--- src/hw/rtl/cdc_pkg.sv ---
package cdc_pkg;

    // Calendar span and field widths.
    localparam int C_EPOCH_YEAR = 1970;
    localparam int C_YEAR_SPAN  = 256;

    localparam int C_CMD_W   = 2;
    localparam int C_DAY_W   = 5;
    localparam int C_MONTH_W = 4;
    localparam int C_YEAR_W  = 12;
    localparam int C_OFF_W   = 18;
    localparam int C_COUNT_W = 17;
    localparam int C_DIFF_W  = 18;
    localparam int C_ACC_W   = 19;
    localparam int C_YLEN_W  = 9;

    // Leap years in the span, counted with the divisibility rule.
    localparam int C_LAST_YEAR_I = C_EPOCH_YEAR + C_YEAR_SPAN - 1;
    localparam int C_LEAPS_HI    = C_LAST_YEAR_I / 4 - C_LAST_YEAR_I / 100
                                 + C_LAST_YEAR_I / 400;
    localparam int C_LEAPS_LO    = (C_EPOCH_YEAR - 1) / 4 - (C_EPOCH_YEAR - 1) / 100
                                 + (C_EPOCH_YEAR - 1) / 400;
    localparam int C_SPAN_DAYS_I = C_YEAR_SPAN * 365 + C_LEAPS_HI - C_LEAPS_LO;

    localparam logic [C_YEAR_W-1:0]  C_EPOCH     = C_YEAR_W'(C_EPOCH_YEAR);
    localparam logic [C_YEAR_W-1:0]  C_LAST_YEAR = C_YEAR_W'(C_LAST_YEAR_I);
    localparam logic [C_ACC_W-1:0]   C_SPAN_DAYS = C_ACC_W'(C_SPAN_DAYS_I);
    localparam logic [C_COUNT_W-1:0] C_LAST_COUNT = C_COUNT_W'(C_SPAN_DAYS_I - 1);

    // Residues of the epoch year for the leap-year counters.
    localparam logic [1:0] C_EPOCH_MOD4   = 2'(C_EPOCH_YEAR % 4);
    localparam logic [6:0] C_EPOCH_MOD100 = 7'(C_EPOCH_YEAR % 100);
    localparam logic [8:0] C_EPOCH_MOD400 = 9'(C_EPOCH_YEAR % 400);

    localparam logic [C_MONTH_W-1:0] C_JAN = 4'd1;
    localparam logic [C_MONTH_W-1:0] C_FEB = 4'd2;
    localparam logic [C_MONTH_W-1:0] C_DEC = 4'd12;

    // Command codes.
    localparam logic [C_CMD_W-1:0] CMD_LOAD = 2'd0;
    localparam logic [C_CMD_W-1:0] CMD_ADD  = 2'd1;
    localparam logic [C_CMD_W-1:0] CMD_DIFF = 2'd2;

    typedef logic signed [C_ACC_W-1:0] t_acc;

    // Controls from the sequencer to the calendar walker.
    typedef struct packed {
        logic clear;
        logic step_year;
        logic step_month;
    } t_walk_ctl;

    // Position and lengths reported by the calendar walker.
    typedef struct packed {
        logic [C_YEAR_W-1:0]  year;
        logic [C_MONTH_W-1:0] month;
        logic [C_YLEN_W-1:0]  year_len;
        logic [C_DAY_W-1:0]   month_len;
    } t_walk_st;

    // Days in a month; months outside one to twelve have no days.
    function automatic logic [C_DAY_W-1:0] month_days(input logic [C_MONTH_W-1:0] m,
                                                      input logic leap);
        logic [C_DAY_W-1:0] d;
        case (m)
            4'd1, 4'd3, 4'd5, 4'd7, 4'd8, 4'd10, 4'd12: d = 5'd31;
            4'd4, 4'd6, 4'd9, 4'd11:                    d = 5'd30;
            4'd2:                                       d = leap ? 5'd29 : 5'd28;
            default:                                    d = 5'd0;
        endcase
        return d;
    endfunction

endpackage

--- src/hw/rtl/cdc_ifs.sv ---
// Command channel: one word per calendar command.
interface cdc_in_if import cdc_pkg::*; ();
    logic                         valid;
    logic                         ready;
    logic [C_CMD_W-1:0]           cmd;
    logic [C_DAY_W-1:0]           day_in;
    logic [C_MONTH_W-1:0]         month_in;
    logic [C_YEAR_W-1:0]          year_in;
    logic signed [C_OFF_W-1:0]    offset;

    modport source (output valid, cmd, day_in, month_in, year_in, offset, input ready);
    modport sink   (input valid, cmd, day_in, month_in, year_in, offset, output ready);
endinterface

// Result channel: one word per command.
interface cdc_out_if import cdc_pkg::*; ();
    logic                         valid;
    logic                         ready;
    logic [C_DAY_W-1:0]           day_out;
    logic [C_MONTH_W-1:0]         month_out;
    logic [C_YEAR_W-1:0]          year_out;
    logic [C_COUNT_W-1:0]         day_count;
    logic signed [C_DIFF_W-1:0]   difference;
    logic                         out_of_range;

    modport source (output valid, day_out, month_out, year_out, day_count, difference,
                    out_of_range, input ready);
    modport sink   (input valid, day_out, month_out, year_out, day_count, difference,
                    out_of_range, output ready);
endinterface

--- src/hw/rtl/cdc_alu.sv ---
// Shared adder and subtractor used by the add, encode, clamp, apply and decode steps of the sequencer.
module cdc_alu import cdc_pkg::*; (
    input  t_acc i_a,
    input  t_acc i_b,
    input  logic i_sub,
    output t_acc o_res,
    output logic o_neg
);

    // Subtraction is done as addition of the inverted operand plus one.
    always_comb begin
        o_res = i_a + (i_sub ? ~i_b : i_b) + t_acc'(i_sub);
        o_neg = o_res[C_ACC_W-1];
    end

endmodule

--- src/hw/rtl/cdc_walk.sv ---
// Calendar walker: current year and month, with the lengths that go with them.
module cdc_walk import cdc_pkg::*; (
    input  logic      i_clk,
    input  logic      i_rst_n,
    input  t_walk_ctl i_ctl,
    output t_walk_st  o_st
);

    logic [C_YEAR_W-1:0]  r_year,   n_year;
    logic [C_MONTH_W-1:0] r_month,  n_month;
    logic [1:0]           r_mod4,   n_mod4;
    logic [6:0]           r_mod100, n_mod100;
    logic [8:0]           r_mod400, n_mod400;
    logic                 leap;

    // Leap rule from the running residues of the year.
    always_comb begin
        leap = ((r_mod4 == 2'd0) && (r_mod100 != 7'd0)) || (r_mod400 == 9'd0);
        o_st.year      = r_year;
        o_st.month     = r_month;
        o_st.year_len  = leap ? 9'd366 : 9'd365;
        o_st.month_len = month_days(r_month, leap);
    end

    // Next position: restart at the epoch, or step one year or one month.
    always_comb begin
        n_year   = r_year;
        n_month  = r_month;
        n_mod4   = r_mod4;
        n_mod100 = r_mod100;
        n_mod400 = r_mod400;
        if (i_ctl.clear) begin
            n_year   = C_EPOCH;
            n_month  = C_JAN;
            n_mod4   = C_EPOCH_MOD4;
            n_mod100 = C_EPOCH_MOD100;
            n_mod400 = C_EPOCH_MOD400;
        end else if (i_ctl.step_year) begin
            n_year   = r_year + 12'd1;
            n_mod4   = r_mod4 + 2'd1;
            n_mod100 = (r_mod100 == 7'd99) ? 7'd0 : r_mod100 + 7'd1;
            n_mod400 = (r_mod400 == 9'd399) ? 9'd0 : r_mod400 + 9'd1;
        end else if (i_ctl.step_month) begin
            n_month  = r_month + 4'd1;
        end
    end

    always_ff @(posedge i_clk) begin
        if (!i_rst_n) begin
            r_year   <= C_EPOCH;
            r_month  <= C_JAN;
            r_mod4   <= C_EPOCH_MOD4;
            r_mod100 <= C_EPOCH_MOD100;
            r_mod400 <= C_EPOCH_MOD400;
        end else begin
            r_year   <= n_year;
            r_month  <= n_month;
            r_mod4   <= n_mod4;
            r_mod100 <= n_mod100;
            r_mod400 <= n_mod400;
        end
    end

endmodule

--- src/hw/rtl/calendar_day_counter_top.sv ---
// Calendar day counter. The block holds one date as a count of days since
// 1 January of the epoch year and takes one command word at a time on i_in:
// load a day, month and year, add a signed offset, or compare against a given
// date. Each command gives exactly one result word on o_out with the stored
// date decoded into day, month and year, the stored count, the difference
// (difference command only, else zero) and a flag for a count that was
// clamped to the span.
// A load or difference walks from the epoch to the given year one year per
// cycle, then month by month, then decodes the stored count the same way, all
// through one shared adder. An add clamps, applies and decodes; an unused
// command only decodes. The next word is taken once the result has gone to
// the output register.
// i_in.ready is high only while the sequencer is idle. A finished result sits
// in the output register; if o_out is stalled the block still takes the next
// command and holds its own result until the register is free.
// Reset sets the stored count to zero, the first day of the epoch year, and
// empties the output register.
module calendar_day_counter_top import cdc_pkg::*; (
    input  logic        i_clk,
    input  logic        i_rst_n,
    cdc_in_if.sink      i_in,
    cdc_out_if.source   o_out
);

    localparam logic [3:0] S_IDLE  = 4'd0;
    localparam logic [3:0] S_ENC_Y = 4'd1;
    localparam logic [3:0] S_ENC_M = 4'd2;
    localparam logic [3:0] S_ENC_D = 4'd3;
    localparam logic [3:0] S_CLAMP = 4'd4;
    localparam logic [3:0] S_APPLY = 4'd5;
    localparam logic [3:0] S_DEC_Y = 4'd6;
    localparam logic [3:0] S_DEC_M = 4'd7;
    localparam logic [3:0] S_DONE  = 4'd8;

    logic [3:0]                 r_state,  n_state;
    logic [C_CMD_W-1:0]         r_cmd,    n_cmd;
    logic [C_DAY_W-1:0]         r_day,    n_day;
    logic [C_MONTH_W-1:0]       r_month,  n_month;
    logic [C_YEAR_W-1:0]        r_year,   n_year;
    logic [C_COUNT_W-1:0]       r_stored, n_stored;
    t_acc                       r_acc,    n_acc;
    logic signed [C_DIFF_W-1:0] r_diff,   n_diff;
    logic                       r_flag,   n_flag;

    logic                       r_o_valid, n_o_valid;
    logic [C_DAY_W-1:0]         r_o_day,   n_o_day;
    logic [C_MONTH_W-1:0]       r_o_month, n_o_month;
    logic [C_YEAR_W-1:0]        r_o_year,  n_o_year;
    logic [C_COUNT_W-1:0]       r_o_count, n_o_count;
    logic signed [C_DIFF_W-1:0] r_o_diff,  n_o_diff;
    logic                       r_o_flag,  n_o_flag;

    t_acc      alu_a, alu_b, alu_res;
    logic      alu_sub, alu_neg;
    t_walk_ctl walk_ctl;
    t_walk_st  walk_st;
    logic      accept;
    t_acc      stored_ext;

    assign accept     = i_in.valid && i_in.ready;
    assign stored_ext = t_acc'({2'b00, r_stored});

    cdc_alu u_alu (
        .i_a   (alu_a),
        .i_b   (alu_b),
        .i_sub (alu_sub),
        .o_res (alu_res),
        .o_neg (alu_neg)
    );

    cdc_walk u_walk (
        .i_clk   (i_clk),
        .i_rst_n (i_rst_n),
        .i_ctl   (walk_ctl),
        .o_st    (walk_st)
    );

    // Operands of the shared adder for each step.
    always_comb begin
        alu_a   = r_acc;
        alu_b   = '0;
        alu_sub = 1'b0;
        case (r_state)
            S_IDLE: begin
                alu_a = stored_ext;
                alu_b = t_acc'(i_in.offset);
            end
            S_ENC_Y: alu_b = t_acc'({10'd0, walk_st.year_len});
            S_ENC_M: alu_b = t_acc'({14'd0, walk_st.month_len});
            S_ENC_D: alu_b = t_acc'({14'd0, r_day});
            S_CLAMP: begin
                alu_b   = C_SPAN_DAYS;
                alu_sub = 1'b1;
            end
            S_APPLY: begin
                alu_a   = stored_ext;
                alu_b   = r_acc;
                alu_sub = 1'b1;
            end
            S_DEC_Y: begin
                alu_b   = t_acc'({10'd0, walk_st.year_len});
                alu_sub = 1'b1;
            end
            S_DEC_M: begin
                alu_b   = t_acc'({14'd0, walk_st.month_len});
                alu_sub = 1'b1;
            end
            default: alu_b = '0;
        endcase
    end

    // Sequencer: encode the date or add the offset, clamp, apply, decode the count.
    always_comb begin
        n_state  = r_state;
        n_cmd    = r_cmd;
        n_day    = r_day;
        n_month  = r_month;
        n_year   = r_year;
        n_stored = r_stored;
        n_acc    = r_acc;
        n_diff   = r_diff;
        n_flag   = r_flag;
        walk_ctl = '0;

        n_o_valid = r_o_valid && !o_out.ready;
        n_o_day   = r_o_day;
        n_o_month = r_o_month;
        n_o_year  = r_o_year;
        n_o_count = r_o_count;
        n_o_diff  = r_o_diff;
        n_o_flag  = r_o_flag;

        case (r_state)
            S_IDLE: begin
                if (accept) begin
                    n_cmd  = i_in.cmd;
                    n_day  = i_in.day_in;
                    n_year = i_in.year_in;
                    n_diff = '0;
                    n_flag = 1'b0;
                    walk_ctl.clear = 1'b1;
                    // Month zero counts as January, months past twelve as December.
                    if (i_in.month_in == 4'd0) begin
                        n_month = C_JAN;
                    end else if (i_in.month_in > C_DEC) begin
                        n_month = C_DEC;
                    end else begin
                        n_month = i_in.month_in;
                    end
                    case (i_in.cmd)
                        CMD_LOAD, CMD_DIFF: begin
                            if (i_in.year_in < C_EPOCH) begin
                                n_acc   = '0;
                                n_flag  = 1'b1;
                                n_state = S_APPLY;
                            end else if (i_in.year_in > C_LAST_YEAR) begin
                                n_acc   = t_acc'({2'b00, C_LAST_COUNT});
                                n_flag  = 1'b1;
                                n_state = S_APPLY;
                            end else begin
                                // Start at minus one so that adding the day lands on it.
                                n_acc   = -t_acc'(1);
                                n_state = S_ENC_Y;
                            end
                        end
                        CMD_ADD: begin
                            n_acc   = alu_res;
                            n_state = S_CLAMP;
                        end
                        default: begin
                            n_acc   = stored_ext;
                            n_state = S_DEC_Y;
                        end
                    endcase
                end
            end
            S_ENC_Y: begin
                if (walk_st.year != r_year) begin
                    n_acc              = alu_res;
                    walk_ctl.step_year = 1'b1;
                end else begin
                    n_state = S_ENC_M;
                end
            end
            S_ENC_M: begin
                if (walk_st.month != r_month) begin
                    n_acc               = alu_res;
                    walk_ctl.step_month = 1'b1;
                end else begin
                    n_state = S_ENC_D;
                end
            end
            S_ENC_D: begin
                n_acc   = alu_res;
                n_state = S_CLAMP;
            end
            S_CLAMP: begin
                // Below zero goes to the first day, past the span to the last.
                if (r_acc[C_ACC_W-1]) begin
                    n_acc  = '0;
                    n_flag = 1'b1;
                end else if (!alu_neg) begin
                    n_acc  = t_acc'({2'b00, C_LAST_COUNT});
                    n_flag = 1'b1;
                end
                n_state = S_APPLY;
            end
            S_APPLY: begin
                walk_ctl.clear = 1'b1;
                if (r_cmd == CMD_DIFF) begin
                    n_diff = alu_res[C_DIFF_W-1:0];
                    n_acc  = stored_ext;
                end else begin
                    n_stored = r_acc[C_COUNT_W-1:0];
                end
                n_state = S_DEC_Y;
            end
            S_DEC_Y: begin
                if ((walk_st.year != C_LAST_YEAR) && !alu_neg) begin
                    n_acc              = alu_res;
                    walk_ctl.step_year = 1'b1;
                end else begin
                    n_state = S_DEC_M;
                end
            end
            S_DEC_M: begin
                if ((walk_st.month != C_DEC) && !alu_neg) begin
                    n_acc               = alu_res;
                    walk_ctl.step_month = 1'b1;
                end else begin
                    n_state = S_DONE;
                end
            end
            S_DONE: begin
                // Hand the word to the output register once it is free.
                if (!r_o_valid || o_out.ready) begin
                    n_o_valid = 1'b1;
                    n_o_day   = r_acc[C_DAY_W-1:0] + 5'd1;
                    n_o_month = walk_st.month;
                    n_o_year  = walk_st.year;
                    n_o_count = r_stored;
                    n_o_diff  = r_diff;
                    n_o_flag  = r_flag;
                    n_state   = S_IDLE;
                end
            end
            default: n_state = S_IDLE;
        endcase
    end

    // Control state and the stored count.
    always_ff @(posedge i_clk) begin
        if (!i_rst_n) begin
            r_state   <= S_IDLE;
            r_stored  <= '0;
            r_o_valid <= 1'b0;
        end else begin
            r_state   <= n_state;
            r_stored  <= n_stored;
            r_o_valid <= n_o_valid;
        end
    end

    // Working and output payload registers.
    always_ff @(posedge i_clk) begin
        r_cmd     <= n_cmd;
        r_day     <= n_day;
        r_month   <= n_month;
        r_year    <= n_year;
        r_acc     <= n_acc;
        r_diff    <= n_diff;
        r_flag    <= n_flag;
        r_o_day   <= n_o_day;
        r_o_month <= n_o_month;
        r_o_year  <= n_o_year;
        r_o_count <= n_o_count;
        r_o_diff  <= n_o_diff;
        r_o_flag  <= n_o_flag;
    end

    assign i_in.ready         = (r_state == S_IDLE);
    assign o_out.valid        = r_o_valid;
    assign o_out.day_out      = r_o_day;
    assign o_out.month_out    = r_o_month;
    assign o_out.year_out     = r_o_year;
    assign o_out.day_count    = r_o_count;
    assign o_out.difference   = r_o_diff;
    assign o_out.out_of_range = r_o_flag;

endmodule

--- src/flat_wrapper.sv ---
// flat-port wrapper written by rule: the top's interface ports become plain ports
module calendar_day_counter_top_flat import cdc_pkg::*;
  (i_clk, i_rst_n, i_in_valid, i_in_cmd, i_in_day_in, i_in_month_in, i_in_year_in, i_in_offset, i_in_ready, o_out_valid, o_out_day_out, o_out_month_out, o_out_year_out, o_out_day_count, o_out_difference, o_out_out_of_range, o_out_ready);
  cdc_in_if i_in_i ();
  cdc_out_if o_out_i ();
  input  logic i_clk;
  input  logic i_rst_n;
  input wire logic [$bits(i_in_i.valid)-1:0] i_in_valid;
  input wire logic [$bits(i_in_i.cmd)-1:0] i_in_cmd;
  input wire logic [$bits(i_in_i.day_in)-1:0] i_in_day_in;
  input wire logic [$bits(i_in_i.month_in)-1:0] i_in_month_in;
  input wire logic [$bits(i_in_i.year_in)-1:0] i_in_year_in;
  input wire logic [$bits(i_in_i.offset)-1:0] i_in_offset;
  output wire logic [$bits(i_in_i.ready)-1:0] i_in_ready;
  output wire logic [$bits(o_out_i.valid)-1:0] o_out_valid;
  output wire logic [$bits(o_out_i.day_out)-1:0] o_out_day_out;
  output wire logic [$bits(o_out_i.month_out)-1:0] o_out_month_out;
  output wire logic [$bits(o_out_i.year_out)-1:0] o_out_year_out;
  output wire logic [$bits(o_out_i.day_count)-1:0] o_out_day_count;
  output wire logic [$bits(o_out_i.difference)-1:0] o_out_difference;
  output wire logic [$bits(o_out_i.out_of_range)-1:0] o_out_out_of_range;
  input wire logic [$bits(o_out_i.ready)-1:0] o_out_ready;
  assign i_in_i.valid = i_in_valid;
  assign i_in_i.cmd = i_in_cmd;
  assign i_in_i.day_in = i_in_day_in;
  assign i_in_i.month_in = i_in_month_in;
  assign i_in_i.year_in = i_in_year_in;
  assign i_in_i.offset = i_in_offset;
  assign i_in_ready = i_in_i.ready;
  assign o_out_valid = o_out_i.valid;
  assign o_out_day_out = o_out_i.day_out;
  assign o_out_month_out = o_out_i.month_out;
  assign o_out_year_out = o_out_i.year_out;
  assign o_out_day_count = o_out_i.day_count;
  assign o_out_difference = o_out_i.difference;
  assign o_out_out_of_range = o_out_i.out_of_range;
  assign o_out_i.ready = o_out_ready;
  calendar_day_counter_top u_core (.i_clk(i_clk), .i_rst_n(i_rst_n), .i_in(i_in_i), .o_out(o_out_i));
endmodule
--- config.mk ---
export PLATFORM = sky130hd
export DESIGN_NAME = calendar_day_counter_top_flat
export DESIGN_NICKNAME = d
export VERILOG_FILES = /design/src/hw/rtl/cdc_pkg.sv /design/src/hw/rtl/cdc_ifs.sv /design/src/hw/rtl/cdc_alu.sv /design/src/hw/rtl/cdc_walk.sv /design/src/hw/rtl/calendar_day_counter_top.sv /design/src/flat_wrapper.sv
export SDC_FILE = /design/constraint.sdc
export NUM_CORES = 1
export LEC_CHECK = 0
export BUFFER_PORTS_ARGS = -buffer_cell sky130_fd_sc_hd__clkbuf_2
export CAP_MARGIN = 5
export CELL_PAD_IN_SITES_DETAIL_PLACEMENT = 0
export CELL_PAD_IN_SITES_GLOBAL_PLACEMENT = 1
export CORE_ASPECT_RATIO = 2
export CORE_MARGIN = 5
export CORE_UTILIZATION = 50
export CTS_BUF_LIST = sky130_fd_sc_hd__clkbuf_8
export CTS_CLUSTER_DIAMETER = 40
export CTS_CLUSTER_SIZE = 25
export DETAILED_ROUTE_END_ITERATION = 8
export PLACE_DENSITY_LB_ADDON = 0.1
export SYNTH_ARGS = -nofsm -noshare
export SYNTH_HDL_FRONTEND = slang
export SYNTH_SLANG_ARGS = --single-unit
--- constraint.sdc ---
create_clock -name i_clk -period 17.22 [get_ports i_clk]
set_input_delay 1.722 -clock i_clk [delete_from_list [all_inputs] [get_ports i_clk]]
set_output_delay 1.722 -clock i_clk [all_outputs]
set_load 0.03 [all_outputs]
# [Word-level counts from Yosys, hierarchy flattened]
# Index checks and enable logic that the tools add are counted.
[word_totals] in_bits=45 ff_bits=174
[classes] eq_ne=41 bitwise_logic=4 muxes=52 reduce_logical=37 addsub=8 n_lt_le_gt_ge=3
[ops] operator="$mux 19" count=11
[ops] operator="$pmux 19 s8" count=1
[ops] operator="$pmux 19 s6" count=1
[ops] operator="$mux 18" count=3
[ops] operator="$pmux 19 s2" count=1
[ops] operator="$pmux 18 s2" count=1
[ops] operator="$pmux 4 s9" count=1
[ops] operator="$eq 4x3->1 const B" count=8
[ops] operator="$mux 4" count=8
[ops] operator="$eq 4x4->1 const B" count=6
[ops] operator="$add 19x19->19" count=1
[ops] operator="$add 19x2->19" count=1
[ops] operator="$not 19->19" count=1
[ops] operator="$eq 4x2->1 const B" count=4
[ops] operator="$mux 1" count=15
[ops] operator="$pmux 5 s3" count=1
[ops] operator="$add 12x1->12 const B" count=1
[ops] operator="$gt 12x12->1 const B" count=1
[ops] operator="$lt 12x11->1 const B" count=1
[ops] operator="$ne 12x12->1" count=1
[ops] operator="$ne 12x12->1 const B" count=1
[ops] operator="$ne 2x1->1 const B" count=6
[ops] operator="$reduce_or 2->1" count=6
[ops] operator="$ne 2x2->1 const B" count=5
[ops] operator="37 further kinds" count=59

# [Logic depth before layout (Yosys ltp)]
# Gate-level depths: netlist of the first run.
[logic_depth] depth_word=16 depth_mapped=20 ltp_nobuf=19

# [By module]
# A second synthesis of the first run with hierarchy kept.
[hier_totals] cells_unflattened=855 hier_area_um2=9236.4
[by_module_without_submodules] module="calendar_day_counter_top" cells_per_inst=498 seq_area_each_um2=3983.8 n_inst=1 area_per_inst_um2=6271.0
[by_module_without_submodules] module="cdc_walk" cells_per_inst=212 seq_area_each_um2=680.7 n_inst=1 area_per_inst_um2=1838.0
[by_module_without_submodules] module="cdc_alu" cells_per_inst=145 seq_area_each_um2=0.0 n_inst=1 area_per_inst_um2=1127.3

# [Least setup slack after synthesis of the first run]
# Ideal clock, no wire load.
[synth_timing] kind="input-to-reg" start="input port i_in_offset[1]" end="register u_core.r_acc[0] (enable)" t_arrival_ns=6.151 n_path_buf=0 setup_slack_ns=10.630 setup_ns=0.439 path_stages=16 cell_sequence="nor2_1 > o21ai_0 > a22oi_1 > o32a_1 > mux2i_1 > o21bai_1 > fa_1 > nand2b_1 > a21oi_1 > o21ai_0 > o221ai_2 > mux2i_1 > nor2b_1 > nor2b_1 > o22ai_1 > nor4_1"
[synth_via] elab_chain_len=9 elab_cells_between_ends=12
[synth_rtl] element="from (decl)" line_no="flat_wrapper.sv:13" text="input wire logic [$bits(i_in_i.offset)-1:0] i_in_offset;"
[synth_rtl] element="$pmux 19 s6 (*)" line_no="calendar_day_counter_top.sv:83" text="case (r_state)"
[synth_rtl] element="$not 19->19" line_no="cdc_alu.sv:12" text="o_res = i_a + (i_sub ? ~i_b : i_b) + t_acc'(i_sub);"
[synth_rtl] element="$mux 19 (*)" line_no="cdc_alu.sv:12"
[synth_rtl] element="$add 19x19->19 (*)" line_no="cdc_alu.sv:12"
[synth_rtl] element="$add 19x2->19 (*)" line_no="cdc_alu.sv:12"
[synth_rtl] element="$logic_not 1->1"
[synth_rtl] element="$logic_and 1x1->1, on equally long branches" line_no="calendar_day_counter_top.sv:227, calendar_day_counter_top.sv:219"
[synth_rtl] element="$ne 2x1->1 (no source line)"
[synth_rtl] element="$reduce_and 8->1 (no source line) (*)"
[synth_rtl] element="to (signal assigned)" line_no="calendar_day_counter_top.sv:270" text="r_acc <= n_acc;"
[synth_rtl] element="to (decl)" line_no="calendar_day_counter_top.sv:41" text="t_acc r_acc, n_acc;"
# Every way passes the cells marked *; elsewhere a longest branch is shown, timed or not.
# A chain may end at the register's enable or synchronous reset.

# [Final worst setup path of the first run]
[layout_timing] start="register u_core.r_state[2]" end="register u_core.r_acc[0] (enable)"
[layout_via] elab_chain_len=11 elab_cells_between_ends=32
[layout_rtl] element="from (decl)" line_no="calendar_day_counter_top.sv:35" text="logic [3:0] r_state, n_state;"
[layout_rtl] element="from (signal assigned)" line_no="calendar_day_counter_top.sv:258" text="r_state <= n_state;"
[layout_rtl] element="$eq 4x2->1, or another cell as far along" line_no="calendar_day_counter_top.sv:83, calendar_day_counter_top.sv:133"
[layout_rtl] element="$reduce_or 2->1 (no source line)"
[layout_rtl] element="$pmux 19 s6" line_no="calendar_day_counter_top.sv:83"
[layout_rtl] element="$not 19->19" line_no="cdc_alu.sv:12"
[layout_rtl] element="$mux 19" line_no="cdc_alu.sv:12"
[layout_rtl] element="$add 19x19->19" line_no="cdc_alu.sv:12"
[layout_rtl] element="$add 19x2->19" line_no="cdc_alu.sv:12"
[layout_rtl] element="$logic_not 1->1"
[layout_rtl] element="$logic_and 1x1->1, on equally long branches" line_no="calendar_day_counter_top.sv:227, calendar_day_counter_top.sv:219"
[layout_rtl] element="$ne 2x1->1 (no source line)"
[layout_rtl] element="$reduce_and 8->1 (no source line) (*)"
# Marks and branches as above.

==> results.md, run 1 <==
- Fin Hold WS: 0.433 ns
- Post-synth ARST share: 0%
- Initial DRC Count: 459
- Number of library cell types mapped by synthesis: 72
- LEAKAGE: 3.95 nW
- Setup Skew: 0.0215 ns
- Clk slew on worst S/H paths: 0.11 ns
- DP Cell Count: 1211
- Syn avg cell area: 9.99 sq um
- Critical path peak fanout: 21
- ANT cells: 0
- Main area contributors after synthesis: edfxtp_1, dfxtp_1, nand2_1
- Tot GR Track Use: 25.7%
- Synth cell count leaders: edfxtp_1, nand2_1, nor2_1
- Reg2Reg Depth: 17
- Hold depth: 0
- Pin count of the biggest net entering global routing: 47
- Via count: 7577
- Cts bufs inserted: 17
- DIE HEIGHT: 203 microns
- Routed wire per std cell: 22.1 microns
- Area leader, netlist: edfxtp_1
- # hold bufs at CTS: 0
- Slowest stage delay, CP: 0.91 ns
- F_max: 0.160 GHz
- Core area: 0.0183 sq mm
- H-tree levels: 4
- Row cnt: 70
- Number of global-route vias before repair: 7471
- Cts repair resizes: 0
- RR Endpoint: u_core.r_acc[0]
- Hold path startpoint: u_core.r_diff[7]
- Root Driver: clkbuf_8
- IO Port Bufs: 103
- Critical path startpoint category: flop
- Period utilization: 36.2%
- Reg-to-reg slack, setup: 10.99 ns
- Placer Congestion: 0.956
- Fin crit period: 6.23 ns
- Critical path endpoint category: flop
- Sum Neg Setup Slack: 0 ns
- Worst vdd ir: 178 uV
- Final net count: 1089
- Status: completed
- Slew @ Worst Pin: 1.05 ns
- R2r startpoint: u_core.r_state[2]
- Mapped cell area: 0.00930 sq mm
- CTS tree: done
- Worst hold path endpoint: u_core.o_out.difference[7]
- Syn Nets: 1006
- Post-synth EDFFs: 118
- Slowest cell on crit path: nor4_2
- Drc violations: 0
- Worst Hold Class: reg -> reg
- Fillcell total: 1681
- RSZ-0062 raised after global routing: false
- Worst path cell trace: buf_4, xor2_2, or2_1, nor3_1, a2111oi_0, nor3_1, ha_1, o211ai_1, a21oi_1, o21ai_0, o221ai_2, mux2i_1, nor2b_1, nor2b_1, o22ai_1, nor4_2, buf_4
- Die area: 0.0216 sq mm
- DR pass1 iterations: 6
- Pwr Density: 214 mW/mm^2
- Slew margin rel.: 29.6%
- Synth top area share: 38.1%
- Routed WL: 27.5 mm
- Slew Limit Fails: 0
- Post-CTS Setup Repair Bufs: 0
- Critical path type: reg -> reg
- Max-cap violations: 0
- Final setup fails: 0
- Synthesized flop and latch total: 174
- Post-synthesis instance total: 931
- Initial Util: 50.8%
- Layout cells sized above 1: 18.8%
- Fin. Hold Viols: 0
- Clock tree buffer depth: 2
- Post-DRT Antenna Nets: 0
- Worst EP required: 17.39 ns
- CTS Sinks: 174
- Register area share after synthesis: 50.2%
- Synth Flop Type: edfxtp_1
- Initial antenna violation count: 0
- Count leader, synth: edfxtp_1
- P&R area growth vs syn: 11.9%
- Synth warn: 0
- Vias per inst: 6.10
- First-pass GRT wire length: 42.0 mm
- Post-DP HPWL: 20.7 mm
- GR Overflow Total: 0
- Worst EP arrival: 6.40 ns
- Skew-Pair Late Insertion Delay: 0.48 ns
- Fin cells: 1243
- DIE WIDTH: 106 microns
- Ports: 104
critical path: cells and delay by family, from the launching register on:
| family | cells | cell delay [ns] |
|---|---|---|
| AND/OR/NAND/NOR | 6 | 2.60 |
| multiplexers | 1 | 0.17 |
| XOR/XNOR | 1 | 0.16 |
| flip-flops | 1 | 0.82 |
| AO/OA/AOI/OAI | 6 | 1.03 |
| buffers and inverters | 2 | 0.74 |
| adder cells (fa/ha/maj) | 1 | 0.37 |
sequential cells by signal, summed over array words and instances (netlist names):
name	cells
u_core.r_flag	1
u_core.u_walk.r_mod4	2
u_core.u_walk.r_month	4
u_core.o_out.month_out	4
u_core.o_out.valid	1
u_core.o_out.year_out	12
u_core.o_out.day_out	5
u_core.r_year	12
u_core.o_out.out_of_range	1
u_core.u_walk.r_mod100	7
u_core.r_cmd	2
u_core.r_day	5
u_core.r_month	4
u_core.o_out.day_count	17
u_core.r_acc	19
u_core.r_stored	17
u_core.r_diff	18
u_core.r_state	4
u_core.u_walk.r_year	12
u_core.o_out.difference	18
u_core.u_walk.r_mod400	9
through the flow:
stage | area (sq um) | setup slack [ns] | power, W | util, %
floorplan | 9300 | 10.63 | 0.00154 | -
global placement | 9990 | 10.98 | 0.00191 | 54.6
detailed placement | 9990 | 10.84 | 0.00191 | 54.6
CTS | 10400 | 11.11 | 0.00222 | 56.9
global route | 10400 | 10.68 | 0.00235 | 56.9
finish | 10400 | 10.99 | 0.00223 | 56.9
layout make-up:
class | instances | area (sq um) | share of cell area [%]
Sequential cell | 174 | 4660 | 44.8
Multi-Input combinational cell | 675 | 4330 | 41.6
Timing Repair Buffer | 115 | 606 | 5.82
Tap cell | 216 | 270 | 2.60
Clock buffer | 17 | 234 | 2.25
Clock inverter | 15 | 191 | 1.84
Inverter | 31 | 116 | 1.12
power breakdown:
part	switching, W	internal [W]	total [W]
Sequential	0.0000763	0.000585	0.000661
Combinational	0.000808	0.000453	0.00126
Clock	0.000178	0.000126	0.000303
cell families after synthesis:
kind of cell	Yosys count	share of synthesized area, %
and+or+nand+nor	313	15.8
AOI/OAI and AO/OA	253	18.3
DFF	174	50.2
xor gates and xnor gates	56	5.35
buffers and inverters	82	3.52
adders and majority gates	30	4.12
muxes	23	2.70
placed cells by master (no fill, tap or decap), types with 4 or more instances in the layout:
master / n
a211oi_1: 15
nand3_1: 25
o221ai_1: 4
o211ai_1: 11
nand4_1: 5
a22oi_1: 10
inv_8: 4
inv_1: 31
o21ba_2: 6
nand3b_1: 4
a21o_1: 11
and3_1: 6
a21oi_1: 77
ha_1: 29
dfxtp_1: 56
nor2b_1: 8
or3_1: 9
edfxtp_1: 118
or2_2: 5
o22ai_1: 4
o21ai_0: 43
inv_6: 4
a221o_1: 7
nor4_1: 5
mux2_2: 17
o31ai_1: 8
mux2i_1: 6
o21bai_1: 5
a31oi_1: 6
clkbuf_2: 103
nand2_1: 106
nand2b_1: 10
xor2_1: 15
xnor2_1: 40
buf_4: 12
and2_1: 9
clkbuf_8: 17
nor3_1: 15
o21a_1: 7
nor2_1: 88
per-layer routing:
metal	part of all wire [%]	global-route usage, %
met1	35	25.9
met2	56	49.2
met3	2.9	3.09
met4	6.0	15.2
met5	0	0
worst max-delay path by stage:
| stage | cells past startpoint | slack (ns) | startpoint | endpoint |
|---|---|---|---|---|
| floorplan | 16 | 10.63 | i_in_offset[1] | u_core.r_acc[0] |
| global placement | 18 | 10.98 | i_in_offset[1] | u_core.r_acc[2] |
| detailed placement | 18 | 10.84 | i_in_offset[1] | u_core.r_acc[1] |
| CTS | 18 | 11.11 | u_core.r_state[2] | u_core.r_acc[0] |
| global route | 17 | 10.68 | u_core.r_state[2] | u_core.r_acc[2] |
| finish | 17 | 10.99 | u_core.r_state[2] | u_core.r_acc[0] |
No activity file was read; power rests on OpenSTA's default activity.
==> run 2: changes to the inputs <==
Settings changed: CORE_UTILIZATION 50 to 43.
Clock period 17.22 ns to 5.1 ns, I/O delays scaled along.
==> run 2 against run 1 <==
Register-to-register slack got worse by 11 ns. Largest power group unchanged. Non-clock buffer count rose by 13. Cell count rose by 5.6%. Worst hold slack got worse by 0.24 ns. Largest cell class unchanged. Sequential share of layout area fell by 0.67 points. Power rose to 3.5 times the previous value. Critical endpoint is now u_core.u_walk.r_mod100[6].
==> results.md, run 2 (synthesis results as in run 1) <==
- Sum Neg Setup Slack: 0 ns (unchanged)
- Pin count of the biggest net entering global routing: 34 (-28%)
- Psw: 0.00367 W (+250%)
- IO Port Bufs: 103 (unchanged)
- Ports: 104 (unchanged)
- Internal power: 0.00402 W (+250%)
- Sequential power share: 28.6% (-1.1 points)
- Root Driver: clkbuf_8
- Placed Area: 0.0102 sq mm (+1.8%)
- Initial Util: 43.5% (-7.3 points)
- Core area: 0.0214 sq mm (+17%)
- CTS tree: done
- # hold bufs at CTS: 0 (unchanged)
- Post-CTS Setup Repair Bufs: 0 (unchanged)
- Final setup fails: 0 (unchanged)
- Util after Layout: 49.4% (-7.5 points)
- Fin crit period: 4.71 ns (-1.53 ns)
- Commonest non-fill, non-tap cell in the layout: edfxtp_1
- Worst Hold Class: in -> reg
- Post-DP HPWL: 23.3 mm (+13%)
- GR Overflow Total: 0 (unchanged)
- Worst EP arrival: 5.07 ns (-1.33 ns)
- Critical path startpoint category: flop
- Routed WL: 30.2 mm (+9.7%)
- DIE HEIGHT: 218 microns (+7.4%)
- Final worst slack: 0.395 ns (-10.59 ns)
- Post-route cell area: 0.0106 sq mm (+1.6%)
- Most frequent cells in the layout: edfxtp_1, nand2_1, clkbuf_2, nor2_1, a21oi_1
- Status: completed
- DIE WIDTH: 114 microns (+7.1%)
- Cts bufs inserted: 17 (unchanged)
- Routed wire per std cell: 23.0 microns (+3.9%)
- Final net count: 1102 (+1.2%)
- Worst slack, placed: 0.318 ns (-10.52 ns)
- Switching Share: 47.7% (about the same)
- Fin. Hold Viols: 0 (unchanged)
- Die area: 0.0248 sq mm (+15%)
- Skew-Pair Late Insertion Delay: 0.50 ns (+0.02 ns)
- Period utilization: 92.3% (+56 points)
- ANT cells: 0 (unchanged)
- Max reg flops: 19 (unchanged)
- Clock share of power: 12.9% (-0.7 points)
- Row cnt: 76 (+8.6%)
- Placer Congestion: 0.902 (-5.6%)
- Post-DRT Antenna Nets: 0 (unchanged)
- Initial DRC Count: 447 (-2.6%)
- Slew margin rel.: 32.4% (+2.7 points)
- Fin cells: 1313 (+5.6%)
- Vias per inst: 5.78 (-5.2%)
- Max-cap violations: 0 (unchanged)
- Setup Skew: 0.0241 ns (+0.00253 ns)
- CTS Sinks: 174 (unchanged)
- Drc violations: 0 (unchanged)
- DP Cell Count: 1281 (+5.8%)
- H-tree levels: 4 (unchanged)
- Cts repair resizes: 0 (unchanged)
- Worst vdd ir: 556 uV (+210%)
- F_max: 0.213 GHz (+32%)
- Clk slew on worst S/H paths: 0.09 ns (-0.02 ns)
- DR pass1 iterations: 5 (-1)
- Tot GR Track Use: 24.8% (-0.89 points)
- Initial antenna violation count: 0 (unchanged)
- Clock tree buffer depth: 2 (unchanged)
- Pwr Density: 728 mW/mm^2 (+240%)
- Power share of the combinational group: 58.5% (+1.8 points)
- Critical path peak fanout: 18 (-14%)
- First-pass GRT wire length: 45.3 mm (+7.8%)
- Number of global-route vias before repair: 7835 (+4.9%)
- P&R area growth vs syn: 13.7%
- Critical path endpoint category: flop
- Slew @ Worst Pin: 1.01 ns (-0.0326 ns)
- Layout cells sized above 1: 20.1% (+1.3 points)
- Worst EP required: 5.47 ns (-11.92 ns)
- Via count: 7587 (+0.13%)
- Biggest register: u_core.r_acc
- RSZ-0062 raised after global routing: false
- Critical path type: reg -> reg
- LEAKAGE: 4.01 nW (+1.5%)
- Slew Limit Fails: 0 (unchanged)
run 2: cell count changes in the layout (fill, tap and decap cells not counted), moves of 2 or more:
cell | before | now
buf_4 | 12 | 24
dfxtp_1 | 56 | 54
dfxtp_2 | 0 | 2
inv_6 | 4 | 6
run 2: layer usage:
layer / part of all wire [%] / up-vias / global-route usage, % / routed length [microns]
met2: 58 / 219 / 48.0 / 17400
met5: 0 / - / 0 / 0
met1: 32 / 3671 / 22.8 / 9730
met3: 3.0 / 89 / 3.75 / 913
li1: - / 3608 / - / -
met4: 7.0 / 0 / 16.9 / 2130
run 2: critical path: stages (launching register included):
cell      delay, ns
dfxtp_2        0.41
inv_1          0.10
ha_1           0.23
or3_1          0.37
a21oi_1        0.14
o32a_1         0.23
mux2i_1        0.26
o21bai_1       0.12
fa_1           0.45
nand2b_1       0.18
a21oi_1        0.22
o21ai_0        0.21
o221ai_2       0.27
mux2i_1        0.13
nand3b_4       0.31
nand2_1        0.48
a21boi_0       0.15
or3_1          0.32
run 2: area by class of cell:
| type | count | area, sq um |
|---|---|---|
| repair buffers | 128 | 707 |
| clock buffers | 17 | 234 |
| well taps | 273 | 342 |
| inverters | 31 | 116 |
| flip-flops and latches | 174 | 4670 |
| multi-input cells | 675 | 4340 |
| clock inverters | 15 | 169 |
| fillers | 2117 | 10800 |
run 2: path summary, 6_finish.rpt:
path                                          startpoint                           to  slack (ns)  cells after the start
worst min-delay path                      i_in_day_in[4]              u_core.r_day[4]        0.19                      1
worst max register to register  u_core.u_walk.r_month[0]    u_core.u_walk.r_mod100[6]        0.39                     17
worst min register to register         u_core.r_diff[13]  u_core.o_out.difference[13]        0.43                      0
worst max-delay path            u_core.u_walk.r_month[0]    u_core.u_walk.r_mod100[6]        0.39                     17
run 2: power groups by stage:
stage / registers (W) / clock network [W] / logic, W
6_report: 0.00220 / 0.000992 / 0.00450
3_3_place_gp: 0.00223 / 0 / 0.00447
2_1_floorplan: 0.00214 / 0 / 0.00306
3_5_place_dp: 0.00223 / 0 / 0.00446
5_1_grt: 0.00223 / 0.00108 / 0.00488
4_1_cts: 0.00220 / 0.00102 / 0.00448
run 2: stage by stage:
stage / total power [W] / hold slack, ns
finish: 0.00770 / 0.190
global route: 0.00818 / 0.146
CTS: 0.00771 / 0.132
detailed placement: 0.00669 / 0.405
global placement: 0.00670 / 0.404
floorplan: 0.00520 / 0.400
